--- config.mk ---
export PLATFORM = sky130hd
export DESIGN_NAME = isotp_frame_reassembler_unit
export DESIGN_NICKNAME = d
export VERILOG_FILES = /design/src/isotp_pkg.sv /design/src/isotp_decode.sv /design/src/isotp_frame_reassembler_unit.sv
export SDC_FILE = /design/constraint.sdc
export NUM_CORES = 1
export LEC_CHECK = 0
export ABC_CLOCK_PERIOD_IN_PS = 9400
export BUFFER_PORTS_ARGS = -buffer_cell sky130_fd_sc_hd__buf_2
export CORE_MARGIN = 5
export CORE_UTILIZATION = 30
export CTS_BUF_LIST = sky130_fd_sc_hd__clkbuf_2 sky130_fd_sc_hd__clkbuf_4 sky130_fd_sc_hd__clkbuf_8
export CTS_CLUSTER_SIZE = 25
export DETAILED_ROUTE_END_ITERATION = 7
export GPL_TIMING_DRIVEN = 0
export RECOVER_POWER = 100
export SLEW_MARGIN = 20
export SYNTH_ARGS = -nofsm -noshare
export SYNTH_HDL_FRONTEND = slang
export SYNTH_SLANG_ARGS = --single-unit
--- constraint.sdc ---
create_clock -name clk -period 9.4 [get_ports clk]
set_clock_uncertainty 0.15 [all_clocks]
set_input_delay 1.88 -clock clk [delete_from_list [all_inputs] [get_ports clk]]
set_output_delay 1.88 -clock clk [all_outputs]
set_load 0.05 [all_outputs]
--- src/isotp_pkg.sv ---
// Shared types and constants for the ISO-TP frame reassembler.
package isotp_pkg;

    // Frame type codes (high nibble of the PCI byte)
    localparam logic [3:0] PCI_TYPE_SF = 4'h0;
    localparam logic [3:0] PCI_TYPE_FF = 4'h1;
    localparam logic [3:0] PCI_TYPE_CF = 4'h2;

    // Result frame kinds
    localparam logic [1:0] KIND_SF = 2'd0;
    localparam logic [1:0] KIND_FF = 2'd1;
    localparam logic [1:0] KIND_CF = 2'd2;

    // Sizes
    localparam int          LEN_W      = 12;
    localparam int          OUT_BYTES  = 7;
    localparam logic [2:0]  MAX_BYTES  = 3'd7;
    localparam logic [2:0]  FF_BYTES   = 3'd6;

    // One CAN frame: PCI byte plus payload bytes 1..7
    typedef struct packed {
        logic [7:0]      pci;
        logic [7:1][7:0] data;
    } frame_t;

    // One delivered result
    typedef struct packed {
        logic [1:0]                kind;
        logic [OUT_BYTES-1:0][7:0] bytes;
        logic [2:0]                count;
        logic                      msg_end;
    } result_t;

    // Decoder output toward the result register
    typedef struct packed {
        logic    produce;
        result_t res;
    } decode_out_t;

endpackage

--- src/isotp_decode.sv ---
// Frame decoder: PCI decode, length tracking state and result formatting.
module isotp_decode
    import isotp_pkg::*;
(
    input  logic        clk,
    input  logic        rst_n,
    input  frame_t      frame,
    input  logic        advance,
    output decode_out_t dec
);

    logic             receiving_reg, receiving_next;
    logic [LEN_W-1:0] target_reg, target_next;
    logic [LEN_W-1:0] rcvd_reg, rcvd_next;

    logic [3:0]       ftype;
    logic [2:0]       sf_len;
    logic [LEN_W-1:0] remain;
    logic [2:0]       cf_n;
    logic [LEN_W-1:0] cf_total;
    logic             cf_end;
    logic [2:0]       cnt;

    assign ftype  = frame.pci[7:4];
    // Length nibble clamped to the seven bytes a frame can carry
    assign sf_len = frame.pci[3] ? MAX_BYTES : frame.pci[2:0];

    // Consecutive frame: bytes still owed, at most seven
    always_comb
    begin
        remain = target_reg - rcvd_reg;
        if (rcvd_reg >= target_reg)
            cf_n = 3'd0;
        else if (remain > LEN_W'(MAX_BYTES))
            cf_n = MAX_BYTES;
        else
            cf_n = remain[2:0];
        // no wrap: the sum passes target_reg only if rcvd_reg already did
        cf_total = rcvd_reg + LEN_W'(cf_n);
        cf_end   = (cf_total >= target_reg);
    end

    // Classify the frame, build the result and the next state
    always_comb
    begin
        receiving_next  = receiving_reg;
        target_next     = target_reg;
        rcvd_next       = rcvd_reg;
        dec.produce     = 1'b0;
        dec.res.kind    = KIND_SF;
        dec.res.msg_end = 1'b0;
        cnt             = 3'd0;
        dec.res.bytes   = '0;
        priority if (ftype == PCI_TYPE_SF)
        begin
            dec.produce     = 1'b1;
            dec.res.kind    = KIND_SF;
            dec.res.msg_end = 1'b1;
            cnt             = sf_len;
        end
        else if (ftype == PCI_TYPE_FF)
        begin
            dec.produce     = 1'b1;
            dec.res.kind    = KIND_FF;
            cnt             = FF_BYTES;
            receiving_next  = 1'b1;
            target_next     = {frame.pci[3:0], frame.data[1]};
            rcvd_next       = LEN_W'(FF_BYTES);
        end
        else if (ftype == PCI_TYPE_CF && receiving_reg)
        begin
            dec.produce     = 1'b1;
            dec.res.kind    = KIND_CF;
            dec.res.msg_end = cf_end;
            cnt             = cf_n;
            if (cf_end)
            begin
                receiving_next = 1'b0;
                target_next    = '0;
                rcvd_next      = '0;
            end
            else
            begin
                rcvd_next = cf_total;
            end
        end
        else
        begin
            dec.produce = 1'b0;
        end
        dec.res.count = cnt;

        // Byte lanes, zero above the count
        if (ftype == PCI_TYPE_FF)
        begin
            for (int k = 0; k < OUT_BYTES - 1; k++)
                dec.res.bytes[k] = frame.data[3'(k + 2)];
            dec.res.bytes[OUT_BYTES-1] = 8'h00;
        end
        else
        begin
            for (int k = 0; k < OUT_BYTES; k++)
                dec.res.bytes[k] = (3'(k) < cnt) ? frame.data[3'(k + 1)] : 8'h00;
        end
    end

    // Reassembly state, updated as each frame leaves the input register
    always_ff @(posedge clk or negedge rst_n)
    begin
        if (!rst_n)
        begin
            receiving_reg <= 1'b0;
            target_reg    <= '0;
            rcvd_reg      <= '0;
        end
        else if (advance)
        begin
            receiving_reg <= receiving_next;
            target_reg    <= target_next;
            rcvd_reg      <= rcvd_next;
        end
    end

endmodule

--- src/isotp_frame_reassembler_unit.sv ---
// ISO-TP frame reassembler: top level with input and result registers.
//
// Input channel: one 8-byte CAN frame per request (pci_byte, data_byte_1..7),
// taken on a rising edge with in_valid high and in_stall low.
// Output channel: one result per single, first or in-message consecutive
// frame (frame_kind, out_byte_0..6, byte_count, message_end), taken with
// out_valid high and out_stall low. Other frames, and consecutive frames
// outside a message, produce nothing.
// Path: a frame is held in the input register and decoded, and its result is
// written into the result register, from which the output is driven.
// Throughput: one frame per cycle while out_stall is low; the decode logic
// between the two registers is a single pass, and the length state updates
// as each frame moves into the result register.
// Stall: while out_stall holds a result, the next frame waits in the input
// register; in_stall rises only when both registers are full and the
// output is stalled.
// Reset: rst_n clears both valid flags and the reassembly state (idle,
// no message in progress).
module isotp_frame_reassembler_unit
    import isotp_pkg::*;
(
    input  logic       clk,
    input  logic       rst_n,
    input  logic       in_valid,
    output logic       in_stall,
    input  logic [7:0] pci_byte,
    input  logic [7:0] data_byte_1,
    input  logic [7:0] data_byte_2,
    input  logic [7:0] data_byte_3,
    input  logic [7:0] data_byte_4,
    input  logic [7:0] data_byte_5,
    input  logic [7:0] data_byte_6,
    input  logic [7:0] data_byte_7,
    output logic       out_valid,
    input  logic       out_stall,
    output logic [1:0] frame_kind,
    output logic [7:0] out_byte_0,
    output logic [7:0] out_byte_1,
    output logic [7:0] out_byte_2,
    output logic [7:0] out_byte_3,
    output logic [7:0] out_byte_4,
    output logic [7:0] out_byte_5,
    output logic [7:0] out_byte_6,
    output logic [2:0] byte_count,
    output logic       message_end
);

    logic        in_valid_reg, in_valid_next;
    frame_t      frame_reg;
    logic        out_valid_reg, out_valid_next;
    result_t     result_reg;
    logic        advance;
    logic        take_in;
    decode_out_t dec;

    // Pipeline control
    assign advance  = in_valid_reg && (!out_valid_reg || !out_stall);
    assign in_stall = in_valid_reg && out_valid_reg && out_stall;
    assign take_in  = in_valid && !in_stall;

    always_comb
    begin
        if (take_in)
            in_valid_next = 1'b1;
        else if (advance)
            in_valid_next = 1'b0;
        else
            in_valid_next = in_valid_reg;

        if (advance && dec.produce)
            out_valid_next = 1'b1;
        else if (!out_stall)
            out_valid_next = 1'b0;
        else
            out_valid_next = out_valid_reg;
    end

    // Valid flags
    always_ff @(posedge clk or negedge rst_n)
    begin
        if (!rst_n)
        begin
            in_valid_reg  <= 1'b0;
            out_valid_reg <= 1'b0;
        end
        else
        begin
            in_valid_reg  <= in_valid_next;
            out_valid_reg <= out_valid_next;
        end
    end

    // Input register
    always_ff @(posedge clk)
    begin
        if (take_in)
        begin
            frame_reg.pci     <= pci_byte;
            frame_reg.data[1] <= data_byte_1;
            frame_reg.data[2] <= data_byte_2;
            frame_reg.data[3] <= data_byte_3;
            frame_reg.data[4] <= data_byte_4;
            frame_reg.data[5] <= data_byte_5;
            frame_reg.data[6] <= data_byte_6;
            frame_reg.data[7] <= data_byte_7;
        end
    end

    // Decode and state
    isotp_decode u_decode (
        .clk     (clk),
        .rst_n   (rst_n),
        .frame   (frame_reg),
        .advance (advance),
        .dec     (dec)
    );

    // Result register
    always_ff @(posedge clk)
    begin
        if (advance && dec.produce)
            result_reg <= dec.res;
    end

    assign out_valid   = out_valid_reg;
    assign frame_kind  = result_reg.kind;
    assign out_byte_0  = result_reg.bytes[0];
    assign out_byte_1  = result_reg.bytes[1];
    assign out_byte_2  = result_reg.bytes[2];
    assign out_byte_3  = result_reg.bytes[3];
    assign out_byte_4  = result_reg.bytes[4];
    assign out_byte_5  = result_reg.bytes[5];
    assign out_byte_6  = result_reg.bytes[6];
    assign byte_count  = result_reg.count;
    assign message_end = result_reg.msg_end;

endmodule

Word level (Yosys, flattened, before mapping):

Cells that the tools add are included.

* word-level logic and storage cells: 83
* bits in registers: 113

* equal/unequal tests: 3
* reduce and logical (&&, ||, !) cells: 17
* bitwise gates (word level): 1
* order comparisons: 9
* multiplexer cells: 32
* add/sub/neg operators: 2

Operators with widths (count)
* two-way mux 12 bit: 6
* two-way mux 48 bit: 1
* two-way mux 8 bit: 6
* >= comparator 12 bit: 2
* two-way mux 3 bit: 8
* adder 12 x 3 -> 12 bit: 1
* greater-than comparator 12 x 3 -> 1 bit (second input constant): 1
* subtractor 12 bit: 1
* two-way mux 1 bit: 10
* logical AND 1 bit: 6
* < comparator 1 x 3 -> 1 bit (first input constant): 2
* < comparator 2 x 3 -> 1 bit (first input constant): 2
* < comparator 3 bit (first input constant): 2
* nonzero test 2 bit: 3
* equality test 4 x 1 -> 1 bit (second input constant): 1
* equality test 4 x 2 -> 1 bit (second input constant): 1
* zero test 4 bit: 1
* AND reduction 4 bit: 1
* zero test 1 bit: 3
* AND reduction 3 bit: 1
* two-way mux 2 bit: 1
* != test 2 x 1 -> 1 bit (second input constant): 1
* OR reduction 2 bit: 1
* logical OR 1 bit: 1
* NOT 1 bit: 1

Logic depth before layout (Yosys ltp):

Gate-level depths: netlist (run 1).

* word-level depth: 10
* depth in mapped cells: 27

Hierarchy:

A second synthesis (run 1) with hierarchy kept.

* cell total of the unflattened synthesis: 517
* area, all modules: 6802.8 um^2

By module, submodules not included
* isotp_frame_reassembler_unit: cells an instance 137, instances 1, area an instance 3882.5 um^2
* isotp_decode: cells an instance 380, instances 1, area an instance 2920.3 um^2

Worst setup path before layout (run 1):

No wires, ideal clock.

* path kind: reg-to-reg
* from: register u_decode.rcvd_reg[0]
* to: register u_decode.target_reg[10]
* path slack: 3699 ps
* data required time: 9156 ps
* setup time: 94 ps
* cell stages (with the launch flop): 25
* arrival: 5457 ps
* cell sequence: dfrtp_1 > ha_1 > fa_1 > and2b_1 > o211a_1 > o211ai_1 > a2111oi_0 > o22a_1 > and2_2 > a21oi_1 > ha_1 > a21o_1 > a21oi_1 > or3_4 > or3_4 > or3_1 > xnor2_1 > ha_1 > a21oi_1 > nor2b_1 > o221a_2 > a21oi_1 > nor2_1 > clkbuf_1 > a211oi_1

* longest elaborated chain between the ends: 8

RTL lines
* start, declared: line isotp_decode.sv:14 `logic [LEN_W-1:0] rcvd_reg, rcvd_next;`
* start signal, assigned: line isotp_decode.sv:120 `rcvd_reg <= rcvd_next;`
* subtractor 12 bit: line isotp_decode.sv:31 `remain = target_reg - rcvd_reg;`
* greater-than comparator 12 x 3 -> 1 bit: line isotp_decode.sv:34 `else if (remain > LEN_W'(MAX_BYTES))`
* two-way mux 3 bit: line isotp_decode.sv:34
* two-way mux 3 bit: line isotp_decode.sv:32 `if (rcvd_reg >= target_reg)`
* adder 12 x 3 -> 12 bit (*): line isotp_decode.sv:39 `cf_total = rcvd_reg + LEN_W'(cf_n);`
* >= comparator 12 bit (*): line isotp_decode.sv:40 `cf_end = (cf_total >= target_reg);`
* nonzero test 2 bit (no line) (*)
* AND reduction 4 bit (no line) (*)
* end signal, assigned: line isotp_decode.sv:119 `target_reg <= target_next;`
* end, declared: line isotp_decode.sv:13 `logic [LEN_W-1:0] target_reg, target_next;`

Mark *: on every way between the ends. The rest lies on a longest branch, timed or not.
A chain may end at the register's enable or synchronous reset.

Worst setup path in the final report (run 1):

* from: register u_decode.rcvd_reg[1]
* to: register u_decode.target_reg[8]

Same word-level chain as after synthesis.

==> results.md, run 1 <==
- Status: complete, but fails checks
- Failing checks: max-capacitance violations, max-slew violations
- Post-CTS resize count: 0
- HPWL Detailed: 9700 um
- Reg2Reg Depth: 24
- Mapped Avg Cell Area: 10.4 um2
- Crit Path Class: reg2reg
- CP peak stage delay: 0.96 ns
- WL/cell: 14.8 um
- Final setup viols: 0
- Largest family of logic cells by synthesized area: compound AO/OA/AOI/OAI gates
- Iter 0 DRT Violations: 199
- Initial antenna violation count: 0
- Slew margin rel.: -0.340
- Synthesized area: 5070 um2
- Layout area overhead: 16.1%
- CTS tree: built
- Vias in the first global route: 3739
- ANT cells: 0
- Data arrival, critical path: 7.33 ns
- Hold Fails Final Rpt: 0
- Clk sinks: 89
- Setup crit end kind: flop
- Placed cell area: 5840 um2
- Worst IR Drop VDD: 0.116 mV
- Clk pin slew, worst setup/hold paths: 0.10 ns
- Synth Instances: 486
- DRC Markers: 0
- Setup WS pre-CTS: 2.83 ns
- Die ar.: 19600 um2
- Fin crit share: 0.767
- Root Driver: clkbuf_8
- Die height: 140 um
- Final WS setup: 2.19 ns
- Vias: 3803
- CORE AREA: 16600 um2
- P per Cell Area: 217 nW/um2
- Final net count: 693
- Max Cap Violations: 2
- CP delay by family, top: simple AND/OR/NAND/NOR gates
- Worst Path Max Fanout: 10
- Reg2reg end: u_decode.target_reg[8]$_DFFE_PN0P_
- Seq cells post-synth: 89
- Total setup buffers inserted after CTS: 0
- Insertion delay to the later sink of the worst-skew pair: 0.36 ns
- Final min period: 7.21 ns
- Hold path cells: 1
- Hold buffers post-CTS: 0
- I/O pins: 132
- First-pass GRT wire length: 19300 um
- CP required: 9.52 ns
- Max H-tree Level: 3
- Overall power: 1.28 mW
- Max-slew violations: 61
- Drt pass-1 iters: 4
- Register area share after synthesis: 0.500
- Tightest Pin Transition: 2.01 ns
- Finished Layout Cells: 821
- Buffer and inverter count on the worst path: 2
- DRT antenna net count: 0
- Synth area leader: edfxtp_1
- Filler Cell Count: 1706
- Post-synth ARST share: 0.303
- Clock Path Buffers: 2
- Num CTS Buffers: 9
- Max FFs per register: 32
- Die X: 140 um
- Mux contribution to synthesized area: 0.00493
- RSZ-0062 raised after global routing: no
- Initial cell density of the core: 0.306
- Synth Area in Simple Gates: 0.148
- Hold/Removal Path Class: reg2reg
- Reg2Reg Setup Slack: 2.19 ns
- CP most frequent cell: a21oi_1
- Peak Freq: 139 MHz
- Floorplan row count: 47
- Design area: 5890 um2
- Crit-path cells: inv_1 -> ha_1 -> and2b_2 -> o2111a_1 -> nor3_1 -> mux2i_1 -> nor4_1 -> and2_2 -> a21oi_1 -> ha_1 -> a21o_1 -> a21oi_1 -> or3_1 -> or3_1 -> or3_1 -> xnor2_1 -> ha_1 -> a21oi_1 -> nor2b_1 -> o221a_2 -> a21oi_1 -> nor2_1 -> clkbuf_1 -> a211oi_1
- R2R Path Start: u_decode.rcvd_reg[1]$_DFFE_PN0P_
- Number of distinct library cells after synthesis: 67
- Commonest non-fill, non-tap cell in the layout: nand2_1
- GRT Resource Usage Total: 0.123
- Drt total wl: 12200 um
- Cells after DPL: 805
- Synth Area in Compound Gates: 0.159
- Share of the synthesized area in the top cell type: 0.367
- Worst hold start: u_decode.rcvd_reg[10]$_DFFE_PN0P_
- YS warnings: 0
- Worst path slowest cell: nor4_1
- Synth Flop Type: edfxtp_1
- Routed vias/inst: 4.63
- Largest net degree at the start of global routing: 33
- Most frequent cells in the layout: 65 x nand2_1, 62 x edfxtp_1, 43 x clkbuf_1
- Final GP Congestion: 0.867
- Crit path launch type: flop
- GRT Residual Overflow: 0
- Total negative slack: 0 ns
- Number of flops mapped to enable cells by yosys: 62
- PortBufs: 67
- Hold worst-path end: u_decode.rcvd_reg[10]$_DFFE_PN0P_
- Share of cells above drive strength 1: 0.160
- Synth Area in Adders: 0.0745
- Leakage: 2.54 nW
- Xor/xnor share of the synthesized area: 0.0207
- Top post-synthesis cells by area: edfxtp_1 37%, dfrtp_1 13%, ha_1 6.7%, buf_4 4.9%, nand2_1 4.8%
layout make-up:
class / instances / area [um2] / share of cell area
clock buffers: 9 / 124 / 0.0210
flip-flops and latches: 89 / 2540 / 0.430
inverters: 33 / 124 / 0.0210
clock inverters: 7 / 75.1 / 0.0127
well taps: 220 / 275 / 0.0467
repair buffers: 68 / 297 / 0.0503
multi-input cells: 346 / 2120 / 0.359
plain buffers: 49 / 347 / 0.0588
kinds of logic after synthesis:
group | count (synthesis)
other | 1
and+or+nand+nor | 158
buffers and inverters | 82
muxes | 2
xor gates and xnor gates | 12
adders and majority gates | 29
DFF | 89
AOI/OAI and AO/OA | 113
metal layers:
| metal | track usage | up-vias | share of wire |
|---|---|---|---|
| li1 | - | 1905 | - |
| met1 | 0.163 | 1770 | 0.45 |
| met2 | 0.204 | 111 | 0.48 |
| met3 | 0.0184 | 17 | 0.053 |
| met4 | 0.0444 | 0 | 0.020 |
| met5 | 0 | - | 0 |
where the power goes:
part | internal, mW | switching, mW | total [mW]
Combinational | 0.203 | 0.313 | 0.516
Sequential | 0.463 | 0.0285 | 0.491
Clock | 0.125 | 0.145 | 0.270
through the flow:
| step | hold WS [ns] | utilization |
|---|---|---|
| 5_1_grt | 0.365 | 0.355 |
| 3_3_place_gp | 0.327 | 0.350 |
| 3_5_place_dp | 0.336 | 0.352 |
| 4_1_cts | 0.358 | 0.364 |
| 6_report | 0.355 | 0.355 |
| 2_1_floorplan | 0.316 | - |
cells in the mapped netlist, types with 6 or more instances:
master	n
buf_4	33
a21o_1	8
nor2_1	38
nand3_1	8
inv_1	32
a21oi_1	31
edfxtp_1	62
xnor2_1	8
dfrtp_1	27
nor3_1	12
o21ai_0	19
clkbuf_1	7
o211ai_1	6
nand2_1	65
a211oi_1	14
ha_1	27
how the worst max path moves through the flow:
stage,start,end,slack [ns],depth (start not counted)
finish,u_decode.rcvd_reg[1]$_DFFE_PN0P_,u_decode.target_reg[8]$_DFFE_PN0P_,2.19,24
detailed placement,u_decode.rcvd_reg[1]$_DFFE_PN0P_,u_decode.target_reg[8]$_DFFE_PN0P_,2.83,24
global route,u_decode.rcvd_reg[1]$_DFFE_PN0P_,u_decode.target_reg[2]$_DFFE_PN0P_,1.63,24
CTS,u_decode.rcvd_reg[1]$_DFFE_PN0P_,u_decode.target_reg[8]$_DFFE_PN0P_,2.79,24
global placement,u_decode.rcvd_reg[1]$_DFFE_PN0P_,u_decode.target_reg[8]$_DFFE_PN0P_,2.88,24
floorplan,u_decode.rcvd_reg[0]$_DFFE_PN0P_,u_decode.target_reg[10]$_DFFE_PN0P_,3.70,24
(Power assumes the default switching activity.)
==> inputs of run 2 (changes only) <==
--- a/config.mk
+++ b/config.mk
@@ -5,7 +5,7 @@
 export SDC_FILE = /design/constraint.sdc
 export NUM_CORES = 1
 export LEC_CHECK = 0
-export ABC_CLOCK_PERIOD_IN_PS = 9400
+export ABC_CLOCK_PERIOD_IN_PS = 6550
 export BUFFER_PORTS_ARGS = -buffer_cell sky130_fd_sc_hd__buf_2
 export CORE_MARGIN = 5
 export CORE_UTILIZATION = 30
==> constraint.sdc (replaced) <==
create_clock -name clk -period 6.55 [get_ports clk]
set_clock_uncertainty 0.15 [all_clocks]
set_input_delay 1.31 -clock clk [delete_from_list [all_inputs] [get_ports clk]]
set_output_delay 1.31 -clock clk [all_outputs]
set_load 0.05 [all_outputs]
==> run 2 against run 1 <==
- highest routed layer unchanged
- register-to-register slack got worse by 1.9 ns
- sequential cell count unchanged
- core utilization increased by 0.37 points
- worst hold slack improved by 0.0018 ns
- the flow still finishes with violations (max-capacitance violations, max-slew violations)
- clock-buffer cell count unchanged
- wire length increased by 0.59%
- largest cell class unchanged
==> results.md, run 2 (same netlist as run 1, synthesis figures left out) <==
- Status: complete, but fails checks
- Failing checks: max-capacitance violations, max-slew violations
- Crit-path cells: ha_1 -> fa_1 -> and2b_1 -> o211a_1 -> o211ai_1 -> a2111oi_0 -> o22a_2 -> and2_2 -> a21oi_1 -> ha_1 -> a21o_1 -> a21oi_1 -> or3_4 -> or3_4 -> or3_1 -> xnor2_1 -> ha_1 -> a21oi_1 -> nor2b_1 -> o221a_2 -> a21oi_2 -> nor2_1 -> clkbuf_2 -> a211oi_1
- P per Cell Area: 310 nW/um2 (+43%)
- Setup crit end kind: flop
- Peak Freq: 160 MHz (+15%)
- CP required: 6.67 ns (-2.85 ns)
- Max-slew violations: 61 (unchanged)
- Reg2Reg Setup Slack: 0.30 ns (-1.89 ns)
- Layout area overhead: 17.4%
- Max H-tree Level: 3 (unchanged)
- I/O pins: 132 (unchanged)
- CTS tree: built
- Vias: 3836 (+0.87%)
- Crit Path Class: reg2reg
- CP peak stage delay: 0.43 ns (-0.53 ns)
- Filler Cell Count: 1703 (-0.18%)
- Data arrival, critical path: 6.37 ns (-0.96 ns)
- Vias in the first global route: 3755 (+0.43%)
- Initial antenna violation count: 0 (unchanged)
- First-pass GRT wire length: 19400 um (+0.22%)
- Clk sinks: 89 (unchanged)
- Crit path launch type: flop
- Clk pin slew, worst setup/hold paths: 0.10 ns (about the same)
- ANT cells: 0 (unchanged)
- GRT met1 Usage: 0.163 (unchanged)
- Grt met3 use: 0.0187 (+0.000341)
- Final min period: 6.25 ns (-0.964 ns)
- Die X: 140 um (unchanged)
- GRT Residual Overflow: 0 (unchanged)
- Die ar.: 19600 um2 (unchanged)
- Max FFs per register: 32 (unchanged)
- Multi-input logic area: 2160 um2 (+1.9%)
- Worst Path Max Fanout: 10 (unchanged)
- PortBufs: 67 (unchanged)
- Worst IR Drop VDD: 0.168 mV (+44%)
- Worst path slowest cell: a2111oi_0
- Share of cells above drive strength 1: 0.179 (+0.0191)
- Met2 global-route usage: 0.202 (-0.00152)
- Die height: 140 um (unchanged)
- RSZ-0062 raised after global routing: no
- Clock Path Buffers: 2 (unchanged)
- Commonest non-fill, non-tap cell in the layout: nand2_1
- Final GP Congestion: 0.867 (unchanged)
- HPWL Detailed: 9700 um (unchanged)
- GRT Resource Usage Total: 0.123 (+0.000216)
- Slew margin rel.: -0.345 (-0.00526)
- Finished Layout Cells: 824 (+0.37%)
- Iter 0 DRT Violations: 205 (+3.0%)
- Initial cell density of the core: 0.306 (unchanged)
- WL/cell: 14.9 um (+0.22%)
- Largest net degree at the start of global routing: 33 (unchanged)
- Total negative slack: 0 ns (unchanged)
- Fin crit share: 0.954 (+0.187)
- Gr busiest metal: met2
- Drt pass-1 iters: 5 (+1)
- Hold Fails Final Rpt: 0 (unchanged)
- Cells after DPL: 805 (unchanged)
- Final setup viols: 0 (unchanged)
- Final net count: 696 (+0.43%)
- Insertion delay to the later sink of the worst-skew pair: 0.37 ns (about the same)
- Num CTS Buffers: 9 (unchanged)
- DRT antenna net count: 0 (unchanged)
- Root Driver: clkbuf_8
- Leakage: 2.56 nW (+0.54%)
- DRC Markers: 0 (unchanged)
- Routed vias/inst: 4.66 (+0.50%)
- Most frequent cells in the layout: 65 x nand2_1, 62 x edfxtp_1, 42 x clkbuf_1
- Drt total wl: 12300 um (+0.59%)
- Floorplan row count: 47 (unchanged)
- Hold/Removal Path Class: reg2reg
- Max Cap Violations: 2 (unchanged)
- Sequential cell area: 2540 um2 (unchanged)
- CORE AREA: 16600 um2 (unchanged)
- Tightest Pin Transition: 2.02 ns (+0.00789 ns)
run 2: cell count changes in the layout (fill, tap and decap cells not counted), moves of 2 or more:
cell | previous run | this run
nor3_1 | 12 | 10
nor3_2 | 0 | 2
or3_1 | 7 | 5
or3_4 | 0 | 2
run 2: routing by layer:
metal  vias to the layer above  share of wire
met2                       124           0.47
met1                      1780           0.45
li1                       1910              -
met5                         -              0
met3                        22          0.055
met4                         0          0.026
run 2: final timing paths:
| kind | start | endpoint | cells after the start |
|---|---|---|---|
| max reg2reg | u_decode.rcvd_reg[0]$_DFFE_PN0P_ | u_decode.target_reg[8]$_DFFE_PN0P_ | 24 |
| max in group asynchronous | rst_n | u_decode.target_reg[3]$_DFFE_PN0P_ | 1 |
| min reg2reg | u_decode.rcvd_reg[10]$_DFFE_PN0P_ | u_decode.rcvd_reg[10]$_DFFE_PN0P_ | 1 |
| min in group asynchronous | rst_n | u_decode.rcvd_reg[9]$_DFFE_PN0P_ | 1 |
| min | u_decode.rcvd_reg[10]$_DFFE_PN0P_ | u_decode.rcvd_reg[10]$_DFFE_PN0P_ | 1 |
| max | u_decode.rcvd_reg[0]$_DFFE_PN0P_ | u_decode.target_reg[8]$_DFFE_PN0P_ | 24 |
run 2: cell type report:
class | instances | area share
flip-flops and latches | 89 | 0.426
multi-input cells | 346 | 0.362
plain buffers | 49 | 0.0586
repair buffers | 71 | 0.0529
well taps | 220 | 0.0462
clock buffers | 9 | 0.0208
inverters | 33 | 0.0208
clock inverters | 7 | 0.0126
run 2: where the power goes:
group          leakage [nW]  switching [mW]  internal, mW
clock network        0.0943           0.211         0.179
registers             0.888          0.0405         0.664
logic                  1.57           0.456         0.294
run 2: timing repair:
item | CTS | global route
hold buffers | 0 | 0
resized for setup | 1 | 5
pin swaps | 1 | 1
buffers inserted | 1 | 2
endpoints found under the setup margin | 10 | 16
run 2: critical path: cells and delay by family (launching register included):
family / cells / cell delay, ns
AO/OA/AOI/OAI: 11 / 2.17
XOR/XNOR: 1 / 0.16
adder cells (fa/ha/maj): 4 / 1.22
buffers and inverters: 1 / 0.23
flip-flops: 1 / 0.42
AND/OR/NAND/NOR: 7 / 1.78
run 2: per-stage QoR:
step	power [mW]	utilization	setup slack (ns)	cell area, um2	hold WS (ns)
after floorplan	1.29	-	0.849	5190	0.316
after global placement	1.44	0.350	0.0342	5800	0.327
after detailed placement	1.47	0.352	-0.0249	5840	0.336
after CTS	1.86	0.365	0.0213	6050	0.358
after global routing	1.97	0.359	0.0104	5960	0.365
final	1.84	0.359	0.304	5960	0.356
==> inputs of run 3 (changes only) <==
==> constraint.sdc (replaced) <==
create_clock -name clk -period 6.55 [get_ports clk]
set_clock_uncertainty 0.15 [all_clocks]
set_input_delay 0.655 -clock clk [delete_from_list [all_inputs] [get_ports clk]]
set_output_delay 0.655 -clock clk [all_outputs]
set_load 0.05 [all_outputs]
==> run 3 against run 2 <==
- the flow still finishes with violations (max-capacitance violations, max-slew violations)
- sequential power about the same
- clock-buffer cell count is the same
- critical path depth unchanged
- via count is 0.13% higher
- total power hardly changed
- largest power group unchanged
- highest routed layer unchanged
==> results.md, run 3 (same netlist as run 1, synthesis figures left out) <==
- Most frequent cells in the layout: 65 x nand2_1, 62 x edfxtp_1, 41 x clkbuf_1
- CORE AREA: 16600 um2 (unchanged)
- Hold path cells: 1 (unchanged)
- Leakage: 2.56 nW (+0.11%)
- WL/cell: 14.9 um (about the same)
- Slew margin rel.: -0.345 (about the same)
- Worst IR Drop VDD: 0.168 mV (about the same)
- Cells after DPL: 805 (unchanged)
- GRT Residual Overflow: 0 (unchanged)
- Max Cap Violations: 2 (unchanged)
- DRT antenna net count: 0 (unchanged)
- CTS tree: built
- Initial cell density of the core: 0.306 (unchanged)
- Hold buffers post-CTS: 0 (unchanged)
- GRT Resource Usage Total: 0.123 (unchanged)
- Crit Path Class: reg2reg
- ANT cells: 0 (unchanged)
- Clock Path Buffers: 2 (unchanged)
- Routed vias/inst: 4.66 (+0.13%)
- Die height: 140 um (unchanged)
- Reg2reg end: u_decode.target_reg[8]$_DFFE_PN0P_
- I/O pins: 132 (unchanged)
- Setup WS pre-CTS: -0.0249 ns (unchanged)
- Failing checks: max-capacitance violations, max-slew violations
- Crit path from: u_decode.rcvd_reg[0]$_DFFE_PN0P_
- DRC Markers: 0 (unchanged)
- Finished Layout Cells: 824 (unchanged)
- Fin crit share: 0.954 (about the same)
- Final net count: 696 (unchanged)
- Max FFs per register: 32 (unchanged)
- Final WS setup: 0.304 ns (+0.000273 ns)
- Crit path launch type: flop
- Reg2Reg Setup Slack: 0.30 ns (about the same)
- P per Cell Area: 310 nW/um2 (about the same)
- Share of cells above drive strength 1: 0.180 (+0.00166)
- RSZ-0062 raised after global routing: no
- Die ar.: 19600 um2 (unchanged)
- HPWL Detailed: 9700 um (unchanged)
- Floorplan row count: 47 (unchanged)
- Layout area overhead: 17.4% (about the same)
- Placed cell area: 5840 um2 (unchanged)
- CP required: 6.67 ns (about the same)
- Drt pass-1 iters: 4 (-1)
- R2R Path Start: u_decode.rcvd_reg[0]$_DFFE_PN0P_
- Root Driver: clkbuf_8
- Drt total wl: 12300 um (about the same)
- CP endpoint: u_decode.target_reg[8]$_DFFE_PN0P_
- Max-slew violations: 61 (unchanged)
- Filler Cell Count: 1702 (-0.059%)
- Hold Fails Final Rpt: 0 (unchanged)
- Max H-tree Level: 3 (unchanged)
- Hold/Removal Path Class: in2reg
- Commonest non-fill, non-tap cell in the layout: nand2_1
- First-pass GRT wire length: 19400 um (unchanged)
- Worst Path Max Fanout: 10 (unchanged)
- Vias in the first global route: 3755 (unchanged)
- Data arrival, critical path: 6.37 ns (about the same)
- Setup crit end kind: flop
- Largest net degree at the start of global routing: 33 (unchanged)
- Final setup viols: 0 (unchanged)
- Clk sinks: 89 (unchanged)
- Hold_ws: 0.302 ns (-0.0541 ns)
- Clk pin slew, worst setup/hold paths: 0.10 ns (about the same)
- Initial antenna violation count: 0 (unchanged)
- Vias: 3841 (+0.13%)
- Final GP Congestion: 0.867 (unchanged)
- Tightest Pin Transition: 2.02 ns (+0.0000386 ns)
- Iter 0 DRT Violations: 205 (unchanged)
- Design area: 5960 um2 (about the same)
- Peak Freq: 160 MHz (about the same)
- Reg2Reg Depth: 24 (unchanged)
- Die X: 140 um (unchanged)
- Final min period: 6.25 ns (-0.000273 ns)
- PortBufs: 67 (unchanged)
- Num CTS Buffers: 9 (unchanged)
- Status: complete, but fails checks
- Insertion delay to the later sink of the worst-skew pair: 0.37 ns (about the same)
==> run 3: cell count changes in the layout (fill, tap and decap cells not counted), sizes merged <==
cell,previous run,this run
buf,71,72
clkbuf,57,56
==> run 3: timing repair <==
item                                    4_1_cts  5_1_grt
gates resized for setup                       1        5
pin swaps                                     1        1
buffers inserted                              1        2
endpoints found under the setup margin       10       16
==> run 3: cell type report <==
class                   instances  area (um2)  share of cell area
well taps                     220         275              0.0462
clock buffers                   9         124              0.0208
flip-flops and latches         89        2540               0.426
plain buffers                  49         349              0.0586
inverters                      33         124              0.0208
repair buffers                 71         317              0.0531
clock inverters                 7        75.1              0.0126
multi-input cells             346        2160               0.362
==> run 3: how the worst min path moves through the flow <==
stage | startpoint | to
floorplan | rst_n | in_valid_reg$_DFFE_PN0P_
global placement | u_decode.rcvd_reg[11]$_DFFE_PN0P_ | u_decode.rcvd_reg[11]$_DFFE_PN0P_
detailed placement | u_decode.rcvd_reg[10]$_DFFE_PN0P_ | u_decode.rcvd_reg[10]$_DFFE_PN0P_
CTS | rst_n | u_decode.target_reg[1]$_DFFE_PN0P_
global route | data_byte_3[6] | frame_reg[22]$_DFFE_PP_
finish | data_byte_3[6] | frame_reg[22]$_DFFE_PP_
==> run 3: where the power goes <==
group	internal, mW	switching [mW]	leakage, nW
clock	0.179	0.211	0.0943
sequential	0.664	0.0405	0.888
combinational	0.294	0.456	1.58
total	1.14	0.708	2.56
==> run 3: layer usage <==
layer | up-vias | global-route usage | wire [um]
met5 | - | 0 | 0
met4 | 0 | 0.0484 | 322
met3 | 22 | 0.0187 | 668
met2 | 126 | 0.202 | 5730
met1 | 1783 | 0.163 | 5560
li1 | 1910 | - | -
==> run 3: per-stage QoR <==
step           utilization  TNS (ns)  total power, mW
5_1_grt              0.359         0             1.97
3_3_place_gp         0.350         0             1.44
2_1_floorplan            -         0             1.29
3_5_place_dp         0.352   -0.0481             1.47
6_report             0.359         0             1.85
4_1_cts              0.365         0             1.86
==> run 3: worst max-delay path, stage by stage (launching register included) <==
cell and delay [ns]:
dfrtp_1 0.42, ha_1 0.23, fa_1 0.41, and2b_1 0.30
o211a_1 0.16, o211ai_1 0.07, a2111oi_0 0.43, o22a_2 0.31
and2_2 0.17, a21oi_1 0.12, ha_1 0.31, a21o_1 0.11
a21oi_1 0.13, or3_4 0.39, or3_4 0.36, or3_1 0.39
xnor2_1 0.16, ha_1 0.27, a21oi_1 0.12, nor2b_1 0.06
o221a_2 0.29, a21oi_2 0.19, nor2_1 0.11, clkbuf_2 0.23
a211oi_1 0.24
